## src/hdl/i2cbb_pkg.sv

```systemverilog
`timescale 1ns / 1ps

package i2cbb_pkg;

	// Command codes.
	typedef enum logic [1:0] {
		OP_START = 2'd0,
		OP_STOP  = 2'd1,
		OP_WRITE = 2'd2,
		OP_READ  = 2'd3
	} op_t;

	// Phase counts of each command.
	localparam logic [4:0] START_PHASES    = 5'd5;
	localparam logic [4:0] STOP_PHASES     = 5'd4;
	localparam logic [4:0] WRITE_PHASES    = 5'd27;
	localparam logic [4:0] READ_ACK_PHASES = 5'd22;
	localparam logic [4:0] READ_NAK_PHASES = 5'd21;

	// First phase of the write acknowledge bit, and of the read acknowledge.
	localparam logic [4:0] WRITE_ACK_PHASE = 5'd24;
	localparam logic [4:0] READ_ACK_PHASE  = 5'd18;

	localparam logic [15:0] PHASE_TICKS_RST = 16'd100;

	// One command transaction, one tick of the sequencer.
	typedef struct packed {
		logic       cmd_valid;
		logic [1:0] opcode;
		logic [7:0] write_byte;
		logic       send_ack;
		logic       sda_in;
	} cmd_item_t;

	// One result transaction.
	typedef struct packed {
		logic       scl_out;
		logic       sda_out;
		logic       busy_res;
		logic       done_res;
		logic [7:0] read_byte;
	} res_item_t;

endpackage

```

## src/hdl/i2cbb_if.sv

```systemverilog
`timescale 1ns / 1ps

// Command channel: one tick of bus activity per transaction.
interface i2cbb_cmd_if;
	logic       valid;
	logic       ready;
	logic       cmd_valid;
	logic [1:0] opcode;
	logic [7:0] write_byte;
	logic       send_ack;
	logic       sda_in;

	modport source (output valid, cmd_valid, opcode, write_byte, send_ack, sda_in,
		input ready);
	modport sink (input valid, cmd_valid, opcode, write_byte, send_ack, sda_in,
		output ready);
endinterface

// Result channel: line drives and status for one tick.
interface i2cbb_res_if;
	logic       valid;
	logic       ready;
	logic       scl_out;
	logic       sda_out;
	logic       busy_res;
	logic       done_res;
	logic [7:0] read_byte;

	modport source (output valid, scl_out, sda_out, busy_res, done_res, read_byte,
		input ready);
	modport sink (input valid, scl_out, sda_out, busy_res, done_res, read_byte,
		output ready);
endinterface

```

## src/hdl/i2cbb_seq.sv

```systemverilog
`timescale 1ns / 1ps

module i2cbb_seq import i2cbb_pkg::*; (
	input  logic        clk,
	input  logic        arst_n,
	input  logic        adv,
	input  cmd_item_t   item_s1,
	input  logic [15:0] phase_ticks,
	output res_item_t   res_d
);

	logic [4:0]  phase_q;
	logic [1:0]  sub_q;
	logic [15:0] tick_q;
	logic [7:0]  shift_q;
	op_t         op_q;
	logic        ack_q;
	logic        busy_q;
	logic        scl_q;
	logic        sda_q;
	logic [7:0]  rd_q;

	logic [4:0]  phase_d;
	logic [1:0]  sub_d;
	logic [15:0] tick_d;
	logic [7:0]  shift_d;
	op_t         op_d;
	logic        ack_d;
	logic        busy_d;
	logic        scl_d;
	logic        sda_d;
	logic [7:0]  rd_d;
	logic        done_d;

	logic [15:0] limit;
	logic [15:0] tick_inc;
	logic        phase_end;
	logic [4:0]  phase_nxt;
	logic [1:0]  sub_nxt;
	logic [4:0]  phase_cnt;
	logic [7:0]  shift_adv;

	// Line levels on entry to a phase: each phase moves one line.
	function automatic logic [1:0] enter_phase(op_t op, logic ack, logic [4:0] p,
		logic [1:0] sub, logic msb, logic scl, logic sda);
		logic s_scl;
		logic s_sda;
		s_scl = scl;
		s_sda = sda;
		case (op)
			OP_START: begin
				case (p)
					5'd0: s_scl = 1'b0;
					5'd1: s_sda = 1'b1;
					5'd2: s_scl = 1'b1;
					5'd3: s_sda = 1'b0;
					5'd4: s_scl = 1'b0;
					default: ;
				endcase
			end
			OP_STOP: begin
				case (p)
					5'd0: s_scl = 1'b0;
					5'd1: s_sda = 1'b0;
					5'd2: s_scl = 1'b1;
					5'd3: s_sda = 1'b1;
					default: ;
				endcase
			end
			OP_WRITE: begin
				case (sub)
					2'd0: s_sda = (p >= WRITE_ACK_PHASE) ? 1'b1 : msb;
					2'd1: s_scl = 1'b1;
					default: s_scl = 1'b0;
				endcase
			end
			default: begin
				if (p == 5'd0) begin
					s_sda = 1'b1;
				end else if (p == 5'd1) begin
					s_scl = 1'b0;
				end else if (p < READ_ACK_PHASE) begin
					s_scl = ~p[0];
				end else if (ack) begin
					case (p)
						5'd18: s_sda = 1'b0;
						5'd19: s_scl = 1'b1;
						5'd20: s_scl = 1'b0;
						default: s_sda = 1'b1;
					endcase
				end else begin
					case (p)
						5'd18: s_sda = 1'b1;
						5'd19: s_scl = 1'b1;
						default: s_scl = 1'b0;
					endcase
				end
			end
		endcase
		return {s_scl, s_sda};
	endfunction

	// Phase timing: a zero setting counts as one tick per phase.
	assign limit     = (phase_ticks == '0) ? 16'd1 : phase_ticks;
	assign tick_inc  = tick_q + 16'd1;
	assign phase_end = ({1'b0, tick_inc} + 17'd1) >= {1'b0, limit};
	assign phase_nxt = phase_q + 5'd1;
	assign sub_nxt   = (sub_q == 2'd2) ? 2'd0 : sub_q + 2'd1;

	// Number of phases of the running command.
	always_comb begin
		case (op_q)
			OP_START: phase_cnt = START_PHASES;
			OP_STOP:  phase_cnt = STOP_PHASES;
			OP_WRITE: phase_cnt = WRITE_PHASES;
			default:  phase_cnt = ack_q ? READ_ACK_PHASES : READ_NAK_PHASES;
		endcase
	end

	// Shift register at the end of a phase: sample on read SCL-high, shift on write.
	always_comb begin
		shift_adv = shift_q;
		if (op_q == OP_READ && phase_q inside {[5'd2:5'd17]} && !phase_q[0]) begin
			shift_adv = {shift_q[6:0], item_s1.sda_in};
		end
		if (op_q == OP_WRITE && phase_q < WRITE_ACK_PHASE && sub_q == 2'd2) begin
			shift_adv = {shift_q[6:0], 1'b0};
		end
	end

	// Next state for one tick.
	always_comb begin
		phase_d = phase_q;
		sub_d   = sub_q;
		tick_d  = tick_q;
		shift_d = shift_q;
		op_d    = op_q;
		ack_d   = ack_q;
		busy_d  = busy_q;
		scl_d   = scl_q;
		sda_d   = sda_q;
		rd_d    = rd_q;
		done_d  = 1'b0;
		if (busy_q) begin
			tick_d = tick_inc;
			if (phase_end) begin
				shift_d = shift_adv;
				phase_d = phase_nxt;
				sub_d   = sub_nxt;
				tick_d  = '0;
				if (phase_nxt >= phase_cnt) begin
					busy_d = 1'b0;
					done_d = 1'b1;
					if (op_q == OP_READ) begin
						rd_d = shift_adv;
					end
				end else begin
					{scl_d, sda_d} = enter_phase(op_q, ack_q, phase_nxt, sub_nxt,
						shift_adv[7], scl_q, sda_q);
				end
			end
		end else if (item_s1.cmd_valid) begin
			op_d    = op_t'(item_s1.opcode);
			ack_d   = item_s1.send_ack;
			shift_d = (op_t'(item_s1.opcode) == OP_WRITE) ? item_s1.write_byte : 8'd0;
			phase_d = '0;
			sub_d   = '0;
			tick_d  = '0;
			busy_d  = 1'b1;
			{scl_d, sda_d} = enter_phase(op_t'(item_s1.opcode), item_s1.send_ack, 5'd0,
				2'd0, item_s1.write_byte[7], scl_q, sda_q);
		end
	end

	// Sequencer state, updated once per accepted tick.
	always_ff @(posedge clk or negedge arst_n) begin
		if (!arst_n) begin
			phase_q <= '0;
			sub_q   <= '0;
			tick_q  <= '0;
			shift_q <= '0;
			op_q    <= OP_START;
			ack_q   <= 1'b0;
			busy_q  <= 1'b0;
			scl_q   <= 1'b1;
			sda_q   <= 1'b1;
			rd_q    <= '0;
		end else if (adv) begin
			phase_q <= phase_d;
			sub_q   <= sub_d;
			tick_q  <= tick_d;
			shift_q <= shift_d;
			op_q    <= op_d;
			ack_q   <= ack_d;
			busy_q  <= busy_d;
			scl_q   <= scl_d;
			sda_q   <= sda_d;
			rd_q    <= rd_d;
		end
	end

	// Result of this tick.
	assign res_d.scl_out   = scl_d;
	assign res_d.sda_out   = sda_d;
	assign res_d.busy_res  = busy_d;
	assign res_d.done_res  = done_d;
	assign res_d.read_byte = rd_d;

endmodule

```

## src/hdl/i2c_bit_bang_master_top.sv

```systemverilog
`timescale 1ns / 1ps

// Open-drain I2C master sequencer stepped by command transactions: every accepted
// transaction is one bus tick and returns exactly one result transaction with the
// SCL and SDA drives, busy, done and the last read byte. Transactions are taken one
// per clock cycle while the result side is not stalled; a transaction goes through
// an input register and the sequencer's combinational next-state logic into the
// result register, which offers its result. Each bus phase lasts one tick less
// than phase_ticks, but at least one tick (zero counts as one). Commands arriving
// while busy are ignored. Write phase_ticks only while no transaction is in flight.
module i2c_bit_bang_master_top import i2cbb_pkg::*; (
	input  logic        clk,
	input  logic        arst_n,
	i2cbb_cmd_if.sink   cmd,
	i2cbb_res_if.source res,
	input  logic        cfg_we,
	input  logic [15:0] cfg_wdata
);

	cmd_item_t   item_s1;
	logic        vld_s1;
	res_item_t   res_d;
	res_item_t   res_q;
	logic        res_vld_q;
	logic        adv;
	logic [15:0] phase_ticks_q;

	// The stage advances when it holds a transaction and the result register is free or being emptied.
	assign adv       = vld_s1 && (!res_vld_q || res.ready);
	assign cmd.ready = !vld_s1 || adv;

	// Configuration register.
	always_ff @(posedge clk or negedge arst_n) begin
		if (!arst_n) begin
			phase_ticks_q <= PHASE_TICKS_RST;
		end else if (cfg_we) begin
			phase_ticks_q <= cfg_wdata;
		end
	end

	// Input register.
	always_ff @(posedge clk or negedge arst_n) begin
		if (!arst_n) begin
			vld_s1 <= 1'b0;
		end else if (cmd.valid && cmd.ready) begin
			vld_s1 <= 1'b1;
		end else if (adv) begin
			vld_s1 <= 1'b0;
		end
	end

	always_ff @(posedge clk) begin
		if (cmd.valid && cmd.ready) begin
			item_s1 <= '{cmd_valid: cmd.cmd_valid, opcode: cmd.opcode,
				write_byte: cmd.write_byte, send_ack: cmd.send_ack, sda_in: cmd.sda_in};
		end
	end

	// Bus sequencer.
	i2cbb_seq u_seq (
		.clk         (clk),
		.arst_n      (arst_n),
		.adv         (adv),
		.item_s1     (item_s1),
		.phase_ticks (phase_ticks_q),
		.res_d       (res_d)
	);

	// Result register.
	always_ff @(posedge clk or negedge arst_n) begin
		if (!arst_n) begin
			res_vld_q <= 1'b0;
		end else if (adv) begin
			res_vld_q <= 1'b1;
		end else if (res.ready) begin
			res_vld_q <= 1'b0;
		end
	end

	always_ff @(posedge clk) begin
		if (adv) begin
			res_q <= res_d;
		end
	end

	assign res.valid     = res_vld_q;
	assign res.scl_out   = res_q.scl_out;
	assign res.sda_out   = res_q.sda_out;
	assign res.busy_res  = res_q.busy_res;
	assign res.done_res  = res_q.done_res;
	assign res.read_byte = res_q.read_byte;

endmodule

```

## src/flat_wrapper.sv

```systemverilog
// flat-port wrapper written by rule: the top's interface ports become plain ports
module i2c_bit_bang_master_top_flat import i2cbb_pkg::*;
  (clk, arst_n, cfg_we, cfg_wdata, cmd_valid, cmd_cmd_valid, cmd_opcode, cmd_write_byte, cmd_send_ack, cmd_sda_in, cmd_ready, res_valid, res_scl_out, res_sda_out, res_busy_res, res_done_res, res_read_byte, res_ready);
  i2cbb_cmd_if cmd_i ();
  i2cbb_res_if res_i ();
  input  logic clk;
  input  logic arst_n;
  input  logic cfg_we;
  input  logic [15:0] cfg_wdata;
  input wire logic [$bits(cmd_i.valid)-1:0] cmd_valid;
  input wire logic [$bits(cmd_i.cmd_valid)-1:0] cmd_cmd_valid;
  input wire logic [$bits(cmd_i.opcode)-1:0] cmd_opcode;
  input wire logic [$bits(cmd_i.write_byte)-1:0] cmd_write_byte;
  input wire logic [$bits(cmd_i.send_ack)-1:0] cmd_send_ack;
  input wire logic [$bits(cmd_i.sda_in)-1:0] cmd_sda_in;
  output wire logic [$bits(cmd_i.ready)-1:0] cmd_ready;
  output wire logic [$bits(res_i.valid)-1:0] res_valid;
  output wire logic [$bits(res_i.scl_out)-1:0] res_scl_out;
  output wire logic [$bits(res_i.sda_out)-1:0] res_sda_out;
  output wire logic [$bits(res_i.busy_res)-1:0] res_busy_res;
  output wire logic [$bits(res_i.done_res)-1:0] res_done_res;
  output wire logic [$bits(res_i.read_byte)-1:0] res_read_byte;
  input wire logic [$bits(res_i.ready)-1:0] res_ready;
  assign cmd_i.valid = cmd_valid;
  assign cmd_i.cmd_valid = cmd_cmd_valid;
  assign cmd_i.opcode = cmd_opcode;
  assign cmd_i.write_byte = cmd_write_byte;
  assign cmd_i.send_ack = cmd_send_ack;
  assign cmd_i.sda_in = cmd_sda_in;
  assign cmd_ready = cmd_i.ready;
  assign res_valid = res_i.valid;
  assign res_scl_out = res_i.scl_out;
  assign res_sda_out = res_i.sda_out;
  assign res_busy_res = res_i.busy_res;
  assign res_done_res = res_i.done_res;
  assign res_read_byte = res_i.read_byte;
  assign res_i.ready = res_ready;
  i2c_bit_bang_master_top u_core (.clk(clk), .arst_n(arst_n), .cmd(cmd_i), .res(res_i), .cfg_we(cfg_we), .cfg_wdata(cfg_wdata));
endmodule
```

## config.mk

```make
export PLATFORM = sky130hd
export DESIGN_NAME = i2c_bit_bang_master_top_flat
export DESIGN_NICKNAME = d
export VERILOG_FILES = /design/src/hdl/i2cbb_pkg.sv /design/src/hdl/i2cbb_if.sv /design/src/hdl/i2cbb_seq.sv /design/src/hdl/i2c_bit_bang_master_top.sv /design/src/flat_wrapper.sv
export SDC_FILE = /design/constraint.sdc
export NUM_CORES = 1
export LEC_CHECK = 0
export ABC_AREA = 1
export BUFFER_PORTS_ARGS = -buffer_cell sky130_fd_sc_hd__buf_2
export CAP_MARGIN = 40
export CORE_ASPECT_RATIO = 1.1
export CORE_MARGIN = 2
export CORE_UTILIZATION = 40
export CTS_BUF_LIST = sky130_fd_sc_hd__clkbuf_4 sky130_fd_sc_hd__clkbuf_8
export CTS_CLUSTER_DIAMETER = 60
export DETAILED_ROUTE_END_ITERATION = 10
export PLACE_DENSITY = 0.61
export SYNTH_ARGS = -nofsm -noshare
export SYNTH_HDL_FRONTEND = slang
export SYNTH_SLANG_ARGS = --single-unit
```

## constraint.sdc

```tcl
create_clock -name clk -period 3.4 [get_ports clk]
set_input_delay 0.51 -clock clk [delete_from_list [all_inputs] [get_ports clk]]
set_output_delay 0.51 -clock clk [all_outputs]
set_load 0.03 [all_outputs]
```

==> Implementation_results.wiki <==
{| class="wikitable"
! Metric !! Value
|-
| Residual DRC count || 0
|-
| Wire length of the first global-routing pass || 21.6 mm
|-
| Slew HR || 0.495
|-
| Placer congestion estimate || 0.892
|-
| Number of buffers inserted by port buffering || 47
|-
| Fraction of synthesized area in multiplexers || 0.00745
|-
| Violated checks || negative setup slack
|-
| Max Cap Violations || 0
|-
| Overall Global Routing Usage || 0.185
|-
| Static leakage power || 3.29 nW
|-
| Number of cells produced by synthesis || 672
|-
| Main combinational cell family by area after synthesis || simple AND/OR/NAND/NOR gates
|-
| Synth warn || 0
|-
| Slew Viols, Final || 0
|-
| Netlist area before placement || 0.00537 mm^2
|-
| Critical path fanouts, max || 6
|-
| Setup repair after global routing missed its margin || yes
|-
| Top-level I/O count || 48
|-
| Worst Setup Start Kind || flip-flop
|-
| Starting density of the core || 0.408
|-
| Number of clock buffers inserted by TritonCTS || 9
|-
| Total instance count after detailed placement || 902
|-
| Via count || 4752
|-
| Mapped Nets || 734
|-
| Post-route cell area || 0.00696 mm^2
|-
| Critical path class || flip-flop to flip-flop
|-
| Largest net degree at the start of global routing || 35
|-
| Post-route ant nets || 0
|-
| CP Data Arrival Time || 3.80 ns
|-
| Post-synthesis sequential area ratio || 0.434
|-
| Syn_area_per_cell || 8.00 um^2
|-
| Clock Skews || 0.0104 ns
|-
| Required @ worst endpoint || 3.53 ns
|-
| Diodes inserted || 0
|-
| Max H-tree Level || 3
|-
| Multi-input combinational cell area || 0.00301 mm^2
|-
| Run status || finished, violations left
|-
| Leading cell types by count after synthesis || 175 x sky130_fd_sc_hd__nand2_1, 93 x sky130_fd_sc_hd__inv_1, 58 x sky130_fd_sc_hd__dfrtp_1
|-
| Synthesized-area fraction occupied by ao, oa, aoi and oai cells || 0.117
|-
| Cell types occupying the most area after synthesis || sky130_fd_sc_hd__dfrtp_1 27%, sky130_fd_sc_hd__edfxtp_1 14%, sky130_fd_sc_hd__nand2_1 12%
|-
| Placement row count || 44
|-
| Crit path time final || 3.67 ns
|-
| Root buf cell || sky130_fd_sc_hd__clkbuf_8
|-
| Areal power density over the cells || 762 mW/mm^2
|-
| # hold bufs at CTS || 0
|-
| Unique cell type count in the Yosys netlist || 42
|-
| Maximum single-stage delay on the critical path || 0.45 ns
|-
| CP Capture Type || flip-flop
|-
| Count of final hold-check violations || 0
|-
| Number of setup violations in the final report || 52
|-
| Area share of fa/ha/maj cells after synthesis || 0.0652
|-
| Most instantiated library cell after synthesis || sky130_fd_sc_hd__nand2_1
|-
| Post-synthesis share of cell area spent on and, or, nand and nor gates || 0.269
|-
| Setup Total Neg Slack || -10.20 ns
|-
| Overall overflow remaining after global route || 0
|-
| Synthesis-stage register bit count || 88
|-
| Net total in the final layout || 832
|-
| Finished Layout Cells || 936
|-
| Type of the tightest min-delay check || input pin to asynchronous set/reset pin
|-
| Smallest setup slack after layout || -0.274 ns
|-
| Proportion of register bits with asynchronous set or reset after synthesis || 0.716
|-
| Highest-delay cell along the critical path || sky130_fd_sc_hd__dfrtp_2
|-
| Via count normalized by instance count || 5.08
|-
| Number of iterations in the first detailed-routing pass || 4
|-
| Main synth FF type || sky130_fd_sc_hd__dfrtp_1
|-
| Die Span Y || 126 um
|-
| Post-detail-place hpwl || 9.40 mm
|-
| Placeable core region || 0.0132 mm^2
|-
| Post-layout power || 5.30 mW
|-
| Measured slew at the worst slew-check pin || 0.757 ns
|-
| Clock sink total || 88
|-
| Top-area cell type share of the netlist area || 0.270
|-
| Routed wire length per instance || 14.4 um
|-
| Post-synthesis to final-layout area growth || 29.6%
|-
| Number of DRC violations after detailed-routing iteration 0 || 305
|-
| Die Area || 0.0144 mm^2
|-
| Fillers || 1186
|-
| Cell type with the highest aggregate area in the netlist || sky130_fd_sc_hd__dfrtp_1
|-
| Ratio of cells with drive above 1 in the final layout || 0.310
|-
| Number of global-route vias before repair || 4710
|-
| Cell Chain, Critical Path || ha_4 > nand3_4 > inv_2 > nand2_2 > a21oi_2 > nand3_2 > or2_4 > nor2_4 > nand3_4 > nor3_4 > nand2_1 > xnor2_1 > ha_1 > nand2_2 > nor2_4 > a41oi_2 > nand3_4 > buf_4 > nand3_1 > nand3_1 > and2_1
|-
| Maximum clock frequency || 272 MHz
|-
| Final WL || 13.5 mm
|-
| Maximum root-to-sink buffer count || 2
|-
| Latest clock arrival within the worst-skew pair || 0.36 ns
|-
| TritonCTS clock tree || done
|-
| FF-to-FF setup slack || -0.27 ns
|-
| Largest vdd supply drop || 0.388 mV
|-
| Post-synthesis share of cell area spent on xor and xnor gates || 0.0242
|-
| Area of placed instances || 0.00608 mm^2
|-
| FF+latch area || 0.00233 mm^2
|-
| CTS clock-pin slew for the worst setup and hold paths || 0.09 ns
|-
| Die extent in x || 115 um
|-
| Antenna violations before repair || 0
|-
| Most prevalent standard cell on the critical path || sky130_fd_sc_hd__nand3_4
|-
| Period utilization || 1.08
|-
| EDFF count, synth || 25
|}
-- cell families after synthesis --
| logic type | after synthesis |
|---|---|
| AOI/OAI and AO/OA | 109 |
| xor gates and xnor gates | 14 |
| adders and majority gates | 28 |
| buffers and inverters | 112 |
| DFF | 88 |
| muxes | 4 |
| and+or+nand+nor | 317 |
-- repair_timing --
| item | CTS | global route |
|---|---|---|
| pin swaps | 4 | 25 |
| setup buffers | 7 | 8 |
| endpoints found under the setup margin | 52 | 54 |
| resized for setup | 28 | 79 |
| gates cloned | 0 | 4 |
-- critical path, delay by kind of cell (launching register included) --
kind	cells	cell delay [ns]
buf+inv	2	0.27
simple gates	14	1.71
fa+ha+maj	2	0.48
xor+xnor	1	0.13
compound gates	2	0.39
flops	1	0.45
-- stage by stage --
step / utilization / setup slack, ns / hold slack [ns]
3_5_place_dp: 0.462 / -0.182 / 0.484
6_report: 0.529 / -0.274 / 0.205
3_3_place_gp: 0.462 / -0.0524 / 0.473
4_1_cts: 0.493 / -0.165 / 0.217
2_1_floorplan: - / -0.0318 / 0.214
5_1_grt: 0.529 / -0.481 / 0.258
-- sequential cells by signal (all words and copies together), names as in the netlist --
| register | cells |
|---|---|
| u_core.phase_ticks_q | 16 |
| u_core.u_seq.sda_q | 1 |
| u_core.u_seq.shift_q | 8 |
| u_core.res.busy_res | 1 |
| u_core.u_seq.phase_q | 5 |
| u_core.u_seq.sub_q | 2 |
| u_core.u_seq.op_q | 2 |
| u_core.res.done_res | 1 |
| u_core.res.valid | 1 |
| u_core.item_s1 | 13 |
| u_core.res.sda_out | 1 |
| u_core.u_seq.rd_q | 8 |
| u_core.u_seq.ack_q | 1 |
| u_core.u_seq.tick_q | 16 |
| u_core.u_seq.scl_q | 1 |
| u_core.u_seq.busy_q | 1 |
| u_core.vld_s1 | 1 |
| u_core.res.read_byte | 8 |
| u_core.res.scl_out | 1 |
-- worst paths after layout --
kind                                                     from                             endpoint  cells past startpoint
setup / recovery           u_core.u_seq.tick_q[1]$_DFFE_PN0P_         u_core.res.scl_out$_DFFE_PP_                     21
hold / removal                                         arst_n  u_core.u_seq.phase_q[4]$_DFFE_PN0P_                      1
setup reg to reg           u_core.u_seq.tick_q[1]$_DFFE_PN0P_         u_core.res.scl_out$_DFFE_PP_                     21
hold reg to reg              u_core.u_seq.rd_q[5]$_DFFE_PN0P_     u_core.u_seq.rd_q[5]$_DFFE_PN0P_                      2
max in group asynchronous                              arst_n  u_core.phase_ticks_q[5]$_DFFE_PN1P_                      2
min in group clk                            cmd_write_byte[6]          u_core.item_s1[8]$_DFFE_PP_                      1
-- metal layers --
| metal | part of all wire | global-route usage |
|---|---|---|
| met1 | 0.41 | 0.225 |
| met2 | 0.54 | 0.332 |
| met3 | 0.030 | 0.0349 |
| met4 | 0.020 | 0.0516 |
| met5 | 0 | 0 |
-- cell type report --
cell class	instances	area share
Timing Repair Buffer	101	0.111
Inverter	98	0.0532
Tap cell	161	0.0289
Clock buffer	11	0.0199
Sequential cell	88	0.335
Clock inverter	5	0.0185
Multi-Input combinational cell	472	0.433
-- cell usage in the layout, fill, tap and decap left out, types with 34 or more instances in the layout --
master / netlist / routed
sky130_fd_sc_hd__nand2_2: 17 / 34
sky130_fd_sc_hd__nor2_1: 44 / 39
sky130_fd_sc_hd__buf_2: 1 / 47
sky130_fd_sc_hd__dfrtp_1: 58 / 57
sky130_fd_sc_hd__nand3_1: 46 / 37
sky130_fd_sc_hd__buf_4: 0 / 41
sky130_fd_sc_hd__nand2_1: 175 / 148
sky130_fd_sc_hd__inv_1: 93 / 89
sky130_fd_sc_hd__o21ai_0: 43 / 34
-- power by group --
group	leakage (nW)	internal, mW	switching [mW]
logic	2.11	1.09	1.63
clock network	0.135	0.582	0.380
registers	1.04	1.37	0.247
(Power assumes the default switching activity.)
